## src/sv/sbn_pkg.sv

```systemverilog
// ----------------------------------------------------------------------------
// sbn_pkg
// Shared types and register codes of the serial bus node responder.
// ----------------------------------------------------------------------------
package sbn_pkg;

  // register index, taken from paddr[2]
  localparam logic REG_BIT_PERIOD   = 1'b0;
  localparam logic REG_NODE_ADDRESS = 1'b1;

  localparam logic [15:0] BIT_PERIOD_RESET   = 16'd16;
  localparam logic [7:0]  NODE_ADDRESS_RESET = 8'd48;

  typedef struct packed {
    logic       drive_level;
    logic       drive_enable;
    logic       byte_done;
    logic [7:0] byte_value;
    logic       address_hit;
    logic       busy_res;
  } out_item_t;

endpackage

```

## src/sv/sbn_queue.sv

```systemverilog
// ----------------------------------------------------------------------------
// sbn_queue
// Two-entry register queue; push and pop may happen in the same cycle.
// ----------------------------------------------------------------------------
module sbn_queue #(
  parameter int W = 1
) (
  input  logic         clk,
  input  logic         rst_n,
  input  logic         push,
  input  logic [W-1:0] push_data,
  output logic         full,
  input  logic         pop,
  output logic [W-1:0] pop_data,
  output logic         empty
);

  logic [W-1:0] mem_r [2];
  logic         wr_ptr_r, wr_ptr_nxt;
  logic         rd_ptr_r, rd_ptr_nxt;
  logic [1:0]   count_r, count_nxt;
  logic         do_push, do_pop;

  assign full     = (count_r == 2'd2);
  assign empty    = (count_r == 2'd0);
  assign do_push  = push && !full;
  assign do_pop   = pop && !empty;
  assign pop_data = mem_r[rd_ptr_r];

  always_comb begin
    wr_ptr_nxt = wr_ptr_r ^ do_push;
    rd_ptr_nxt = rd_ptr_r ^ do_pop;
    count_nxt  = count_r + {1'b0, do_push} - {1'b0, do_pop};
  end

  always_ff @(posedge clk) begin
    if (!rst_n) begin
      wr_ptr_r <= 1'b0;
      rd_ptr_r <= 1'b0;
      count_r  <= 2'd0;
    end else begin
      wr_ptr_r <= wr_ptr_nxt;
      rd_ptr_r <= rd_ptr_nxt;
      count_r  <= count_nxt;
    end
  end

  always_ff @(posedge clk) begin
    if (do_push) begin
      mem_r[wr_ptr_r] <= push_data;
    end
  end

endmodule

```

## src/sv/sbn_engine.sv

```systemverilog
// ----------------------------------------------------------------------------
// sbn_engine
// Receive/reply sequencer: one line sample per step, one result word out.
// ----------------------------------------------------------------------------
module sbn_engine #(
  parameter int TICK_WIDTH = 16
) (
  input  logic               clk,
  input  logic               rst_n,
  input  logic               step,
  input  logic               line_level,
  input  logic [15:0]        bit_period,
  input  logic [7:0]         node_address,
  output sbn_pkg::out_item_t item
);

  localparam logic [1:0] PH_IDLE = 2'd0;
  localparam logic [1:0] PH_RX   = 2'd1;
  localparam logic [1:0] PH_TX   = 2'd2;

  localparam logic [3:0] BIT_LAST = 4'd10;

  localparam logic [7:0] REPLY_TEXT [8] = '{
    8'h6e, 8'h6f, 8'h64, 8'h65, 8'h20, 8'h00, 8'h00, 8'h0a
  };
  localparam logic [2:0] REPLY_ID_SLOT = 3'd6;

  logic [1:0]            phase_r, phase_nxt;
  logic [TICK_WIDTH-1:0] tick_r, tick_nxt;
  logic [3:0]            bit_r, bit_nxt;
  logic [7:0]            rx_shift_r, rx_shift_nxt;
  logic [2:0]            reply_r, reply_nxt;
  logic [7:0]            tx_shift_r, tx_shift_nxt;
  logic [7:0]            last_r, last_nxt;

  logic [31:0]           period_ext;
  logic [TICK_WIDTH-1:0] p, h, seg_len, seg_cnt;
  logic                  seg_end;
  logic [3:0]            bit_dec;

  function automatic logic [7:0] reply_byte(input logic [2:0] k, input logic [7:0] id);
    logic [7:0] b;
    b = REPLY_TEXT[k];
    if (k == REPLY_ID_SLOT) begin
      b = id;
    end
    return b;
  endfunction

  assign period_ext = {16'd0, bit_period};
  assign p          = period_ext[TICK_WIDTH-1:0];
  assign h          = p >> 1;
  assign seg_cnt    = tick_r + 1'b1;
  assign bit_dec    = bit_r - 4'd1;

  always_comb begin
    // start and stop-side waits are half periods while receiving
    if (phase_r == PH_RX && (bit_r == 4'd0 || bit_r >= BIT_LAST)) begin
      seg_len = h;
    end else begin
      seg_len = p;
    end
    seg_end = (seg_cnt >= seg_len);
  end

  always_comb begin
    phase_nxt    = phase_r;
    tick_nxt     = tick_r;
    bit_nxt      = bit_r;
    rx_shift_nxt = rx_shift_r;
    reply_nxt    = reply_r;
    tx_shift_nxt = tx_shift_r;
    last_nxt     = last_r;
    item         = '{drive_level: 1'b1, drive_enable: 1'b0, byte_done: 1'b0,
                     byte_value: 8'd0, address_hit: 1'b0, busy_res: 1'b0};

    unique case (phase_r)
      PH_RX: begin
        item.busy_res = 1'b1;
        if (seg_end) begin
          tick_nxt = '0;
          if (bit_r >= 4'd1 && bit_r <= 4'd8) begin
            rx_shift_nxt[bit_dec[2:0]] = line_level;
          end
          bit_nxt = bit_r + 4'd1;
          if (bit_r >= BIT_LAST) begin
            last_nxt          = rx_shift_r;
            item.byte_done    = 1'b1;
            item.address_hit  = (rx_shift_r == node_address);
            bit_nxt           = 4'd0;
            rx_shift_nxt      = 8'd0;
            if (rx_shift_r == node_address) begin
              phase_nxt    = PH_TX;
              reply_nxt    = 3'd0;
              tx_shift_nxt = reply_byte(3'd0, rx_shift_r);
            end else begin
              phase_nxt = PH_IDLE;
            end
          end
        end else begin
          tick_nxt = seg_cnt;
        end
      end
      PH_TX: begin
        item.busy_res     = 1'b1;
        item.drive_enable = 1'b1;
        if (bit_r == 4'd0) begin
          item.drive_level = 1'b0;
        end else if (bit_r <= 4'd8) begin
          item.drive_level = tx_shift_r[bit_dec[2:0]];
        end
        if (seg_end) begin
          tick_nxt = '0;
          bit_nxt  = bit_r + 4'd1;
          if (bit_r >= BIT_LAST) begin
            bit_nxt   = 4'd0;
            reply_nxt = reply_r + 3'd1;
            if (reply_nxt == 3'd0) begin
              phase_nxt    = PH_IDLE;
              tx_shift_nxt = 8'd0;
            end else begin
              tx_shift_nxt = reply_byte(reply_nxt, last_r);
            end
          end
        end else begin
          tick_nxt = seg_cnt;
        end
      end
      default: begin
        // idle, and the unused code behaves as idle
        phase_nxt = PH_IDLE;
        if (!line_level) begin
          phase_nxt     = PH_RX;
          tick_nxt      = '0;
          bit_nxt       = 4'd0;
          rx_shift_nxt  = 8'd0;
          item.busy_res = 1'b1;
        end
      end
    endcase

    item.byte_value = last_nxt;
  end

  always_ff @(posedge clk) begin
    if (!rst_n) begin
      phase_r    <= PH_IDLE;
      tick_r     <= '0;
      bit_r      <= 4'd0;
      rx_shift_r <= 8'd0;
      reply_r    <= 3'd0;
      tx_shift_r <= 8'd0;
      last_r     <= 8'd0;
    end else if (step) begin
      phase_r    <= phase_nxt;
      tick_r     <= tick_nxt;
      bit_r      <= bit_nxt;
      rx_shift_r <= rx_shift_nxt;
      reply_r    <= reply_nxt;
      tx_shift_r <= tx_shift_nxt;
      last_r     <= last_nxt;
    end
  end

endmodule

```

## src/sv/serial_bus_node_responder_top.sv

```systemverilog
// ----------------------------------------------------------------------------
// serial_bus_node_responder_top
// Serial bus node: receives 8N1 bytes from line samples and answers its id.
// ----------------------------------------------------------------------------
// Each pushed word is one sample of the bus line and yields exactly one result
// word. The block takes a sample every clock cycle unless the input queue is
// full: a two-entry input queue feeds a sequencer that handles one sample per
// cycle while the result queue has room, and its result is registered in a
// two-entry output queue; either side may stall without losing words. Timing
// is counted in samples: bit_period_ticks per bit, half of it for the start
// and stop waits while receiving. On a byte equal to node_address the node
// drives the reply "node ", NUL, the byte, LF, each framed with a start bit, a
// stop bit and one idle bit. Registers: bit_period_ticks at 0x0, node_address
// at 0x4; write them only while the block is idle.
module serial_bus_node_responder_top #(
  parameter int TICK_WIDTH = 16
) (
  input  logic        clk,
  input  logic        rst_n,
  // sample queue
  input  logic        in_line_level,
  input  logic        push,
  output logic        full,
  // result queue
  output logic        out_drive_level,
  output logic        out_drive_enable,
  output logic        out_byte_done,
  output logic [7:0]  out_byte_value,
  output logic        out_address_hit,
  output logic        out_busy_res,
  output logic        empty,
  input  logic        pop,
  // register port
  input  logic        psel,
  input  logic        penable,
  input  logic        pwrite,
  input  logic [2:0]  paddr,
  input  logic [31:0] pwdata,
  output logic [31:0] prdata,
  output logic        pready
);

  logic [15:0]        period_r;
  logic [7:0]         node_r;
  logic               cfg_wr;

  logic               mid_line;
  logic               mid_empty;
  logic               res_full;
  logic               step;
  sbn_pkg::out_item_t eng_item;
  sbn_pkg::out_item_t res_item;

  assign pready = 1'b1;
  assign cfg_wr = psel && penable && pwrite;

  always_ff @(posedge clk) begin
    if (!rst_n) begin
      period_r <= sbn_pkg::BIT_PERIOD_RESET;
      node_r   <= sbn_pkg::NODE_ADDRESS_RESET;
    end else if (cfg_wr) begin
      unique case (paddr[2])
        sbn_pkg::REG_BIT_PERIOD:   period_r <= pwdata[15:0];
        sbn_pkg::REG_NODE_ADDRESS: node_r   <= pwdata[7:0];
        default: ;
      endcase
    end
  end

  always_comb begin
    unique case (paddr[2])
      sbn_pkg::REG_BIT_PERIOD:   prdata = {16'd0, period_r};
      sbn_pkg::REG_NODE_ADDRESS: prdata = {24'd0, node_r};
      default:                   prdata = 32'd0;
    endcase
  end

  sbn_queue #(.W(1)) u_in_q (
    .clk       (clk),
    .rst_n     (rst_n),
    .push      (push),
    .push_data (in_line_level),
    .full      (full),
    .pop       (step),
    .pop_data  (mid_line),
    .empty     (mid_empty)
  );

  assign step = !mid_empty && !res_full;

  sbn_engine #(.TICK_WIDTH(TICK_WIDTH)) u_engine (
    .clk          (clk),
    .rst_n        (rst_n),
    .step         (step),
    .line_level   (mid_line),
    .bit_period   (period_r),
    .node_address (node_r),
    .item         (eng_item)
  );

  sbn_queue #(.W($bits(sbn_pkg::out_item_t))) u_out_q (
    .clk       (clk),
    .rst_n     (rst_n),
    .push      (step),
    .push_data (eng_item),
    .full      (res_full),
    .pop       (pop),
    .pop_data  (res_item),
    .empty     (empty)
  );

  assign out_drive_level  = res_item.drive_level;
  assign out_drive_enable = res_item.drive_enable;
  assign out_byte_done    = res_item.byte_done;
  assign out_byte_value   = res_item.byte_value;
  assign out_address_hit  = res_item.address_hit;
  assign out_busy_res     = res_item.busy_res;

  // a hit only comes with a completed byte
  a_hit_needs_done: assert property (@(posedge clk) disable iff (!rst_n)
    (!empty && out_address_hit) |-> out_byte_done)
    else $error("address hit without byte done");

  // the line is only driven inside a busy span
  a_drive_needs_busy: assert property (@(posedge clk) disable iff (!rst_n)
    (!empty && out_drive_enable) |-> out_busy_res)
    else $error("drive enable outside busy");

  // released line reads idle high
  a_released_high: assert property (@(posedge clk) disable iff (!rst_n)
    (!empty && !out_drive_enable) |-> out_drive_level)
    else $error("low level while line released");

  // the engine never steps into a full result queue
  a_no_overrun: assert property (@(posedge clk) disable iff (!rst_n)
    step |-> !res_full)
    else $error("result queue overrun");

endmodule

```

## config.mk

```make
export PLATFORM = sky130hd
export DESIGN_NAME = serial_bus_node_responder_top
export DESIGN_NICKNAME = d
export VERILOG_FILES = /design/src/sv/sbn_pkg.sv /design/src/sv/sbn_queue.sv /design/src/sv/sbn_engine.sv /design/src/sv/serial_bus_node_responder_top.sv
export SDC_FILE = /design/constraint.sdc
export NUM_CORES = 1
export LEC_CHECK = 0
export ABC_AREA = 1
export BUFFER_PORTS_ARGS = -buffer_cell sky130_fd_sc_hd__buf_4
export CAP_MARGIN = 20
export CORE_MARGIN = 3
export CORE_UTILIZATION = 35
export CTS_CLUSTER_DIAMETER = 30
export DETAILED_ROUTE_END_ITERATION = 16
export MAX_ROUTING_LAYER = met4
export PLACE_DENSITY = 0.64
export REMOVE_ABC_BUFFERS = 1
export SLEW_MARGIN = 30
export SYNTH_ARGS = -nofsm -noshare
export SYNTH_HDL_FRONTEND = slang
export SYNTH_SLANG_ARGS = --single-unit
```

## constraint.sdc

```tcl
create_clock -name clk -period 4 [get_ports clk]
set_input_delay 0.2 -clock clk [delete_from_list [all_inputs] [get_ports clk]]
set_output_delay 0.2 -clock clk [all_outputs]
set_load 0.05 [all_outputs]
```

==> After elaboration in Yosys (flattened, before gate mapping) <==
Memories as Yosys holds them, arrays and structs flattened. A register that Yosys moved wholly into a read port is not among the register bits.
Cells that the tools add are included.
{ "op_classes": {"add_sub_neg": 8, "n_mul": 0, "div_mod_pow": 0, "magnitude_cmp": 7, "n_eq_ne": 16, "shifts": 0, "n_mux": 63, "bitwise": 7, "reduce_logical": 28} }
{ "ops": {"columns": ["operator", "count"], "rows": [
  ["$mux W8", 16],
  ["$mux W16", 4],
  ["$pmux W32 S2", 1],
  ["$pmux W8 S2", 2],
  ["$mux W1", 19],
  ["$add A16 B1 Y16 const B", 1],
  ["$ge A16 B16 Y1", 1],
  ["$mux W4", 4],
  ["$mux W3", 5],
  ["$mux W2", 7],
  ["$logic_and A1 B1 Y1", 10],
  ["$ne A2 B1 Y1 const B", 5],
  ["$bwmux W8", 1],
  ["$eq A8 B8 Y1", 1],
  ["$ge A4 B4 Y1 const B", 2],
  ["$ne A2 B2 Y1 const B", 4],
  ["$reduce_and A7 Y1", 1],
  ["$eq A2 B2 Y1 const B", 3],
  ["$pmux W3 S2", 1],
  ["$reduce_and A2 Y1", 3],
  ["$reduce_and A6 Y1", 1],
  ["$reduce_and A5 Y1", 1],
  ["$add A2 B1 Y2", 2],
  ["$add A4 B1 Y4 const B", 1],
  ["other kinds (24)", 33]
]} }
{ "word_totals": {"reg_bits": 81, "latchBits": 0, "ram_bits": 28, "rom_bits": 64, "in_bits": 43, "output_inout_bits": 48, "elab_cells": 147, "memories": 3} }
{ "mem_list": {"columns": ["name", "depth", "width", "read_ports", "rd_ports_with_merged_regs", "wr", "line_no", "source"], "rows": [
  ["(no name shown)", 8, 8, 1, 0, 0, "sbn_engine.sv:43", "b = REPLY_TEXT[k];"],
  ["u_out_q.mem_r", 2, 13, 1, 1, 1, "sbn_queue.sv:18", "logic [W-1:0] mem_r [2];"],
  ["u_in_q.mem_r", 2, 1, 1, 1, 1, "sbn_queue.sv:18", null]
]} }

==> Longest topological paths before layout <==
Gate-level depths: netlist of run 1.
{ "depth": {"ltp_word": 10, "mapped_depth": 25} }

==> Hierarchy <==
Synthesis of run 1 repeated with hierarchy kept, for this count alone.
{ "unflattened": {"hier_cells": 905, "hier_area_um2": 6727.7} }
{ "by_module_without_submodules": {"columns": ["mod", "n_inst", "cells_each", "area_per_inst_um2"], "rows": [
  ["sbn_engine", 1, 578, 3721.1],
  ["serial_bus_node_responder_top", 1, 210, 1426.4],
  ["sbn_queue (u_out_q)", 1, 77, 1236.2],
  ["sbn_queue (u_in_q)", 1, 40, 344.1]
]} }

==> Worst setup path after synthesis of run 1 <==
OpenSTA, ideal clock, no wires.
{ "synth_timing": {"path_type": "flip-flop to flip-flop", "from": "register u_engine.bit_r[0]", "to": "memory u_out_q.mem_r[0][4] in the netlist's numbering, data pin", "setup_ns": 0.259, "arrival_ns": 2.586, "t_required_ns": 3.741, "path_slack_ns": 1.155, "path_stages_with_launch": 19, "path_buffers": 2, "period_less_slack_ns": 2.845, "path_cell_list": "dfxtp_1 -> buf_2 -> inv_1 -> ha_1 -> nand3_1 -> nand2_1 -> nand2_1 -> clkbuf_1 -> nand2_1 -> o21ai_0 -> ha_1 -> a21oi_1 -> o21ai_0 -> nor2_1 -> nand2_1 -> nand2_2 -> inv_4 -> nand2_1 -> o21ai_2"} }
{ "synth_lines": {"columns": ["item", "line_no", "source"], "rows": [
  ["start, declared", "sbn_engine.sv:30", "logic [3:0] bit_r, bit_nxt;"],
  ["start signal, assigned", "sbn_engine.sv:157", "bit_r <= bit_nxt;"],
  ["end, declared", "sbn_queue.sv:18", null]
]} }

==> Worst setup path in the final report of run 1 <==
{ "layout_timing": {"from": "register u_engine.bit_r[0]", "to": "register u_engine.tick_r[3]"} }
{ "layout_via": {"elab_chain_cells": 7} }
{ "layout_lines": {"columns": ["item", "line_no", "source"], "rows": [
  ["$ge A4 B4 Y1 or $logic_not A4 Y1 (tied branches)", "sbn_engine.sv:58", "if (phase_r == PH_RX && (bit_r == 4'd0 || bit_r >= BIT_LAST)) begin"],
  ["$logic_or A1 B1 Y1 *", "sbn_engine.sv:58", null],
  ["$logic_and A1 B1 Y1 *", "sbn_engine.sv:58", null],
  ["$mux W16 *", "sbn_engine.sv:58", null],
  ["$ge A16 B16 Y1 *", "sbn_engine.sv:63", "seg_end = (seg_cnt >= seg_len);"],
  ["$mux W16 *", "sbn_engine.sv:80, sbn_engine.sv:112", null],
  ["$mux W16 *", null, null],
  ["end signal, assigned", "sbn_engine.sv:156", "tick_r <= tick_nxt;"],
  ["end, declared", "sbn_engine.sv:29", "logic [TICK_WIDTH-1:0] tick_r, tick_nxt;"]
]} }
Every way passes the cells marked *; elsewhere a longest branch is shown, timed or not.
A chain may end at the register's enable or synchronous reset.

==> impl_metrics.py, run 1 <==
metrics = {
    "status": {
        "status": "finished, final reports clean",
    },
    "timing": {
        "grt_setup_unrepaired": "no",
        "setup_slack_ns": 0.4729,
        "relSlewSlack_pct": 47.38,
        "finalSetupTns_ns": 0,
        "drv_slew": 0,
        "post-route-period-util_pct": 88.18,
        "hold_viol_final": 0,
        "finalSetupViolCount": 0,
        "holdWs_ns": 0.03246,
        "fin_skew_ns": 0.009932,
        "fin_crit_ns": 3.527,
        "fmax_ghz": 0.2835,
        "worst_slew_pin_slew_ns": 0.7844,
    },
    "worst_setup_path": {
        "critical_path_class": "register to register",
        "worstPathArrival_ns": 3.80,
        "r2r_setup_slack_ns": 0.47,
        "rr_startpoint": "u_engine.bit_r[0]",
        "critPathLaunchType": "register",
        "crit_required_ns": 4.27,
        "reg2reg_depth": 18,
        "setup.worst_path.end_class": "register",
        "path_max_fanout": 31,
        "r2r_end": "u_engine.tick_r[3]",
    },
    "run": {
        "maxCapViolCount": 0,
    },
    "yosys": {
        "synth_edf_count": 28,
        "avgSynthCellArea_um2": 7.783,
        "synth-main-ff-cell": "dfxtp_1",
        "synth_top_area_share_pct": 27.09,
        "synth-async-reset-ratio_pct": 0,
        "syn-instance-count": 788,
        "synth-seq-area-share_pct": 40.80,
        "yosys.area.top_type": "dfxtp_1",
        "syn-cell-area_um2": 6133,
        "yosysUniqueCellTypes": 45,
        "synthTopCellsByArea": "dfxtp_1 27%, edfxtp_1 14%, nand2_1 8.8%",
        "ys.warnings.count": 0,
        "yosys_register_bits": 111,
    },
    "worst_hold_path": {
        "worstHoldEndpoint": "u_in_q.mem_r[0]",
        "min_path_cells": 1,
        "worstHoldStart": "in_line_level",
        "min_path_type": "primary input to register",
    },
    "routing": {
        "vias": 4988,
        "wire_per_inst_um": 12.82,
        "ant_nets": 0,
        "vias_per_cell": 4.737,
        "first_iter_violations": 335,
        "drc": 0,
        "routed_wl_mm": 13.50,
        "dr.pass1.iters": 7,
    },
    "global_route": {
        "grt_max_degree": 39,
        "first_global_vias": 4407,
        "track_usage_pct": 14.40,
        "grt_pass1_wl_mm": 22.11,
        "gr-total-overflow": 0,
        "antenna_found_initial": 0,
    },
    "cells_and_area": {
        "final_cells": 1053,
        "areaGrowthSynthToFinish_pct": 13.40,
        "antennaDiodeCount": 0,
        "multiInputGateArea_um2": 2993,
        "nets": 906,
        "final_common_cell": "nand2_1",
        "utilization_pct": 41.21,
        "seq_area_um2": 2502,
        "num-fill-cells": 1702,
        "layout_common_cells": "143 x nand2_1, 106 x inv_1, 83 x dfxtp_1",
        "drive_gt1_share_pct": 14.77,
    },
    "clock_tree": {
        "cts_root_buffer": "clkbuf_16",
        "htree_levels": 3,
        "postCtsResizedCells": 0,
        "numCtsBuffers": 9,
        "clock_latency_ns": 0.35,
        "cts_max_path_buffers": 2,
        "cts.sinks": 111,
        "hold_buffers": 0,
        "path_clk_slew_ns": 0.07,
        "post_cts_buffers": 0,
        "cts_tree": "done",
    },
    "pwr": {
        "vdd_drop_max_mv": 0.3981,
        "p_per_area_nw_per_um2": 644.3,
        "p_leak_uw": 0.003046,
    },
    "place": {
        "post-dp-hpwl_mm": 10.01,
        "io_buffers": 55,
        "place_ws_ns": 0.5109,
        "globalplace.congestion": 0.8763,
        "dpl.cell_count": 1037,
    },
    "floorplanning": {
        "rows": 47,
        "fp.dieW_um": 138.4,
        "dieArea_um2": 19150,
        "die_h_um": 138.4,
        "core-area_um2": 16880,
        "start_util_pct": 36.34,
        "ios": 91,
    },
}
-- synthesized netlist by cell type (11+ instances only) --
library cell and instances:
a21oi_1 53, a22oi_1 15, buf_4 18, clkbuf_1 17, dfxtp_1 83, edfxtp_1 28
ha_1 35, inv_1 106, mux2_2 13, nand2_1 143, nand3_1 35, nor2_1 72
o21ai_0 73, o21ai_1 11
-- power breakdown --
group	total (µW)	switching, µW	internal [µW]
Sequential	1540	119	1420
Clock	973	418	555
Combinational	1960	1370	596
Total	4480	1910	2580
-- state kept, by name, indices dropped and copies added (netlist names), 3 cells and up, named ones only --
signal,flops
u_engine.rx_shift_r,8
period_r,16
u_engine.last_r,8
node_r,8
u_out_q.mem_r,26
u_engine.bit_r,4
u_engine.tx_shift_r,8
u_engine.tick_r,16
u_engine.reply_r,3
-- how the worst max path moves through the flow --
stage                           start  slack, ns                      to  cells past startpoint
floorplan           u_engine.bit_r[0]       0.95     u_engine.reply_r[1]                     19
global placement    u_engine.bit_r[0]       0.53  u_engine.tx_shift_r[0]                     19
detailed placement  u_engine.bit_r[0]       0.51      u_engine.last_r[2]                     21
CTS                 u_engine.bit_r[0]       0.48  u_engine.tx_shift_r[0]                     19
global route        u_engine.bit_r[0]       0.07     u_engine.reply_r[2]                     20
finish              u_engine.bit_r[0]       0.47      u_engine.tick_r[3]                     18
-- routing by layer --
metal,part of all wire [%],GRT usage (%),wire [µm],up-vias
met5,0,-,0,-
met4,1.7,5.252,227,0
met3,2.9,1.761,394,15
met2,47,21.94,6324,87
met1,49,19.75,6557,2260
li1,-,-,-,2626
-- area by class of cell --
class                           count  area share (%)
Clock inverter                      6           1.349
Clock buffer                       10           3.292
Inverter                          115           6.242
Tap cell                          220           3.958
Sequential cell                   111           35.98
Timing Repair Buffer               57           6.152
Multi-Input combinational cell    534           43.03
-- critical path, stage by stage, from the launching register on --
cell and delay, ns:
dfxtp_1 0.58, inv_1 0.20, ha_1 0.27, nand3_1 0.13
nand2_1 0.06, nand2_1 0.05, buf_4 0.28, nand2_1 0.07
o21ai_0 0.13, ha_1 0.30, nand2_1 0.06, nand2_1 0.04
nand3_1 0.06, a21oi_1 0.06, nor2_1 0.29, nand3b_1 0.21
nor2_4 0.39, a22oi_1 0.14, nor2_1 0.11
-- stage by stage --
stage	cell area, µm²	total power [µW]
finish	6955	4481
global route	6955	4807
CTS	6949	4513
detailed placement	6626	3535
global placement	6626	3507
floorplan	5923	3024
-- cells by family (layout without fill, tap and decap cells) --
kind of cell	after synthesis	count (layout)	synth area share (%)
and+or+nand+nor	282	282	19.93
AOI/OAI and AO/OA	170	170	15.77
buffers and inverters	158	188	11.42
DFF	111	111	40.80
adders and majority gates	35	35	7.140
xor gates and xnor gates	17	17	2.428
muxes	13	13	2.387
other	2	17	0.1224
Power figures use the tool's default switching activity.
==> run 2, diff against run 1 <==
--- a/config.mk
+++ b/config.mk
@@ -18,4 +18,6 @@
 export SLEW_MARGIN = 30
 export SYNTH_ARGS = -nofsm -noshare
 export SYNTH_HDL_FRONTEND = slang
+export SYNTH_HIERARCHICAL = 1
 export SYNTH_SLANG_ARGS = --single-unit
+export TNS_END_PERCENT = 10
==> impl_metrics.py, run 2 <==
metrics = {
    "timing": {
        "post-route-period-util_pct": 85.69,
        "drv_slew": 0,
        "fin_skew_ns": 0.01730,
        "worst_slew_pin_slew_ns": 0.7988,
        "hold_viol_final": 0,
        "fmax_ghz": 0.2918,
        "grt_setup_unrepaired": "no",
        "holdWs_ns": 0.03463,
        "finalSetupViolCount": 0,
        "finalSetupTns_ns": 0,
        "relSlewSlack_pct": 46.42,
        "fin_crit_ns": 3.428,
    },
    "pwr": {
        "vdd_drop_max_mv": 0.1990,
        "power.total_uw": 5065,
        "p_per_area_nw_per_um2": 676.1,
        "p_leak_uw": 0.003369,
    },
    "floorplanning": {
        "fp.dieW_um": 144.6,
        "start_util_pct": 35.85,
        "ios": 91,
        "core-area_um2": 18770,
        "die_h_um": 144.6,
        "rows": 50,
        "dieArea_um2": 20920,
    },
    "place": {
        "dpl.cell_count": 1167,
        "post-dp-hpwl_mm": 11.08,
        "globalplace.congestion": 0.8496,
        "io_buffers": 55,
        "dpl_cell_area_um2": 7193,
    },
    "cells_and_area": {
        "reg.largest.list": "u_out_q/mem_r (26), period_r (16), u_engine/tick_r (16)",
        "finalInstanceArea_um2": 7491,
        "largest_reg_flops": 26,
        "nets": 1022,
        "drive_gt1_share_pct": 14.54,
        "antennaDiodeCount": 0,
        "layout_common_cells": "197 x nand2_1, 137 x nor2_1, 114 x inv_1",
        "final_common_cell": "nand2_1",
        "num-fill-cells": 1898,
        "areaGrowthSynthToFinish_pct": 11.34,
        "final_cells": 1183,
        "largest_register": "u_out_q/mem_r",
    },
    "clock_tree": {
        "cts_tree": "done",
        "hold_buffers": 0,
        "post_cts_buffers": 0,
        "cts_max_path_buffers": 2,
        "postCtsResizedCells": 0,
        "cts_root_buffer": "clkbuf_16",
        "path_clk_slew_ns": 0.07,
        "htree_levels": 3,
        "cts.sinks": 111,
        "numCtsBuffers": 9,
        "clock_latency_ns": 0.37,
    },
    "worst_setup_path": {
        "setup.worst_path.end_class": "register",
        "path_max_fanout": 28,
        "worstPathArrival_ns": 3.69,
        "critical_path_class": "register to register",
        "crit_required_ns": 4.26,
        "slowest_stage": "a21oi_2",
        "critPathLaunchType": "register",
        "worst-path-buf-inv": 1,
        "cpLargestDelayFamily": "simple AND/OR/NAND/NOR gates",
        "crit_chain": "inv_1 > ha_1 > nand3_1 > nand2_1 > nand2_2 > o21ai_0 > ha_1 > a21oi_1 > o21ai_1 > a21oi_2 > nand3_1 > nand3_2 > nand2_1 > a21oi_1",
        "slowest_delay_ns": 0.33,
    },
    "yosys": {
        "synth_xor_area_share_pct": 2.195,
        "synthTopCellsByArea": "dfxtp_1 25%, edfxtp_1 12%, nand2_1 11%",
        "synth_top_area_share_pct": 24.70,
        "synth.most_common_cell": "nand2_1",
        "synth-seq-area-share_pct": 37.20,
        "yosys_register_bits": 111,
        "synth_compound_area_share_pct": 6.863,
        "syn-cell-area_um2": 6728,
        "synthAdderAreaFrac_pct": 6.509,
        "synth_top_family_by_area": "simple AND/OR/NAND/NOR gates",
        "synth-async-reset-ratio_pct": 0,
        "synth-main-ff-cell": "dfxtp_1",
        "synth-simple-area-share_pct": 32.03,
        "yosys.area.top_type": "dfxtp_1",
        "synth_common_cells": "197 x nand2_1, 137 x nor2_1, 114 x inv_1",
        "synth_edf_count": 28,
        "ys.warnings.count": 6,
        "yosysUniqueCellTypes": 47,
        "avgSynthCellArea_um2": 7.434,
        "syn-instance-count": 905,
        "muxShareOfSynthArea_pct": 3.348,
    },
    "global_route": {
        "grt_max_degree": 42,
        "first_global_vias": 4944,
        "track_usage_pct": 15.01,
        "gr-total-overflow": 0,
        "grt_pass1_wl_mm": 24.48,
        "antenna_found_initial": 0,
    },
    "routing": {
        "routed_wl_mm": 14.83,
        "first_iter_violations": 303,
        "vias_per_cell": 4.735,
        "vias": 5602,
        "drc": 0,
        "wire_per_inst_um": 12.53,
        "ant_nets": 0,
        "dr.pass1.iters": 5,
    },
    "status": {
        "status": "finished, final reports clean",
    },
    "worst_hold_path": {
        "min_path_type": "primary input to register",
    },
    "run": {
        "maxCapViolCount": 0,
    },
}
run 2: cell types whose count changed after synthesis, moves of 10 or more:
cell | previous run | this run
nand2_1 | 143 | 197
clkbuf_1 | 17 | 6
nand3_1 | 35 | 47
nor2_1 | 72 | 137
o21ai_0 | 73 | 35
buf_2 | 1 | 11
a22oi_1 | 15 | 0
nor3_1 | 4 | 16
nand4_1 | 7 | 33
nand3_2 | 4 | 14
mux2_4 | 0 | 10
mux2_2 | 13 | 3
a21oi_1 | 53 | 40
run 2: layout make-up:
cell class	instances	area (µm²)	share of cell area [%]
multi-input combinational	642	3491	46.60
sequential	111	2502	33.41
timing repair buffer	61	457.9	6.113
inverter	119	449.2	5.996
tap	234	292.8	3.908
clock buffer	10	250.2	3.341
clock inverter	6	47.55	0.6347
run 2: power by group:
group	switching, µW	internal (µW)	leakage (µW)	total (µW)
registers	171	1450	0.000937	1620
logic	1690	850	0.00229	2540
clock network	434	469	0.000147	903
run 2: per-layer routing:
layer  up-vias  global-route usage [%]  share of wire (%)
li1       2961                       -                  -
met1      2539                   20.47                 48
met2        87                   23.46                 47
met3        15                   2.216                3.4
met4         0                   3.829                1.3
met5         -                       -                  0
run 2: kinds of logic after synthesis:
logic type | count (synthesis)
compound gates | 85
xor+xnor | 16
simple gates | 472
fa+ha+maj | 35
buf+inv | 167
other cells | 2
flops | 111
mux | 17
run 2: metrics by stage:
step / utilization [%] / worst slack (ns)
2_1_floorplan: - / 0.9728
3_3_place_gp: 38.33 / 0.6836
3_5_place_dp: 38.33 / 0.6440
4_1_cts: 39.91 / 0.6017
5_1_grt: 39.91 / 0.09244
6_report: 39.91 / 0.5724
run 2: worst reg2reg max path: stages, from the launching register on:
cell     delay (ns)
dfxtp_1        0.32
inv_1          0.19
ha_1           0.26
nand3_1        0.14
nand2_1        0.10
nand2_2        0.26
o21ai_0        0.33
ha_1           0.31
a21oi_1        0.14
o21ai_1        0.10
a21oi_2        0.33
nand3_1        0.32
nand3_2        0.31
nand2_1        0.08
a21oi_1        0.14
run 2: path summary, 6_finish.rpt:
check                         start                      to  slack [ns]  depth (start not counted)
max reg2reg       u_engine/bit_r[0]  u_engine/tx_shift_r[3]        0.57                         14
min                   in_line_level         u_in_q/mem_r[0]        0.03                          1
min reg2reg  u_engine/tx_shift_r[0]  u_engine/tx_shift_r[0]        0.47                          2
max               u_engine/bit_r[0]  u_engine/tx_shift_r[3]        0.57                         14
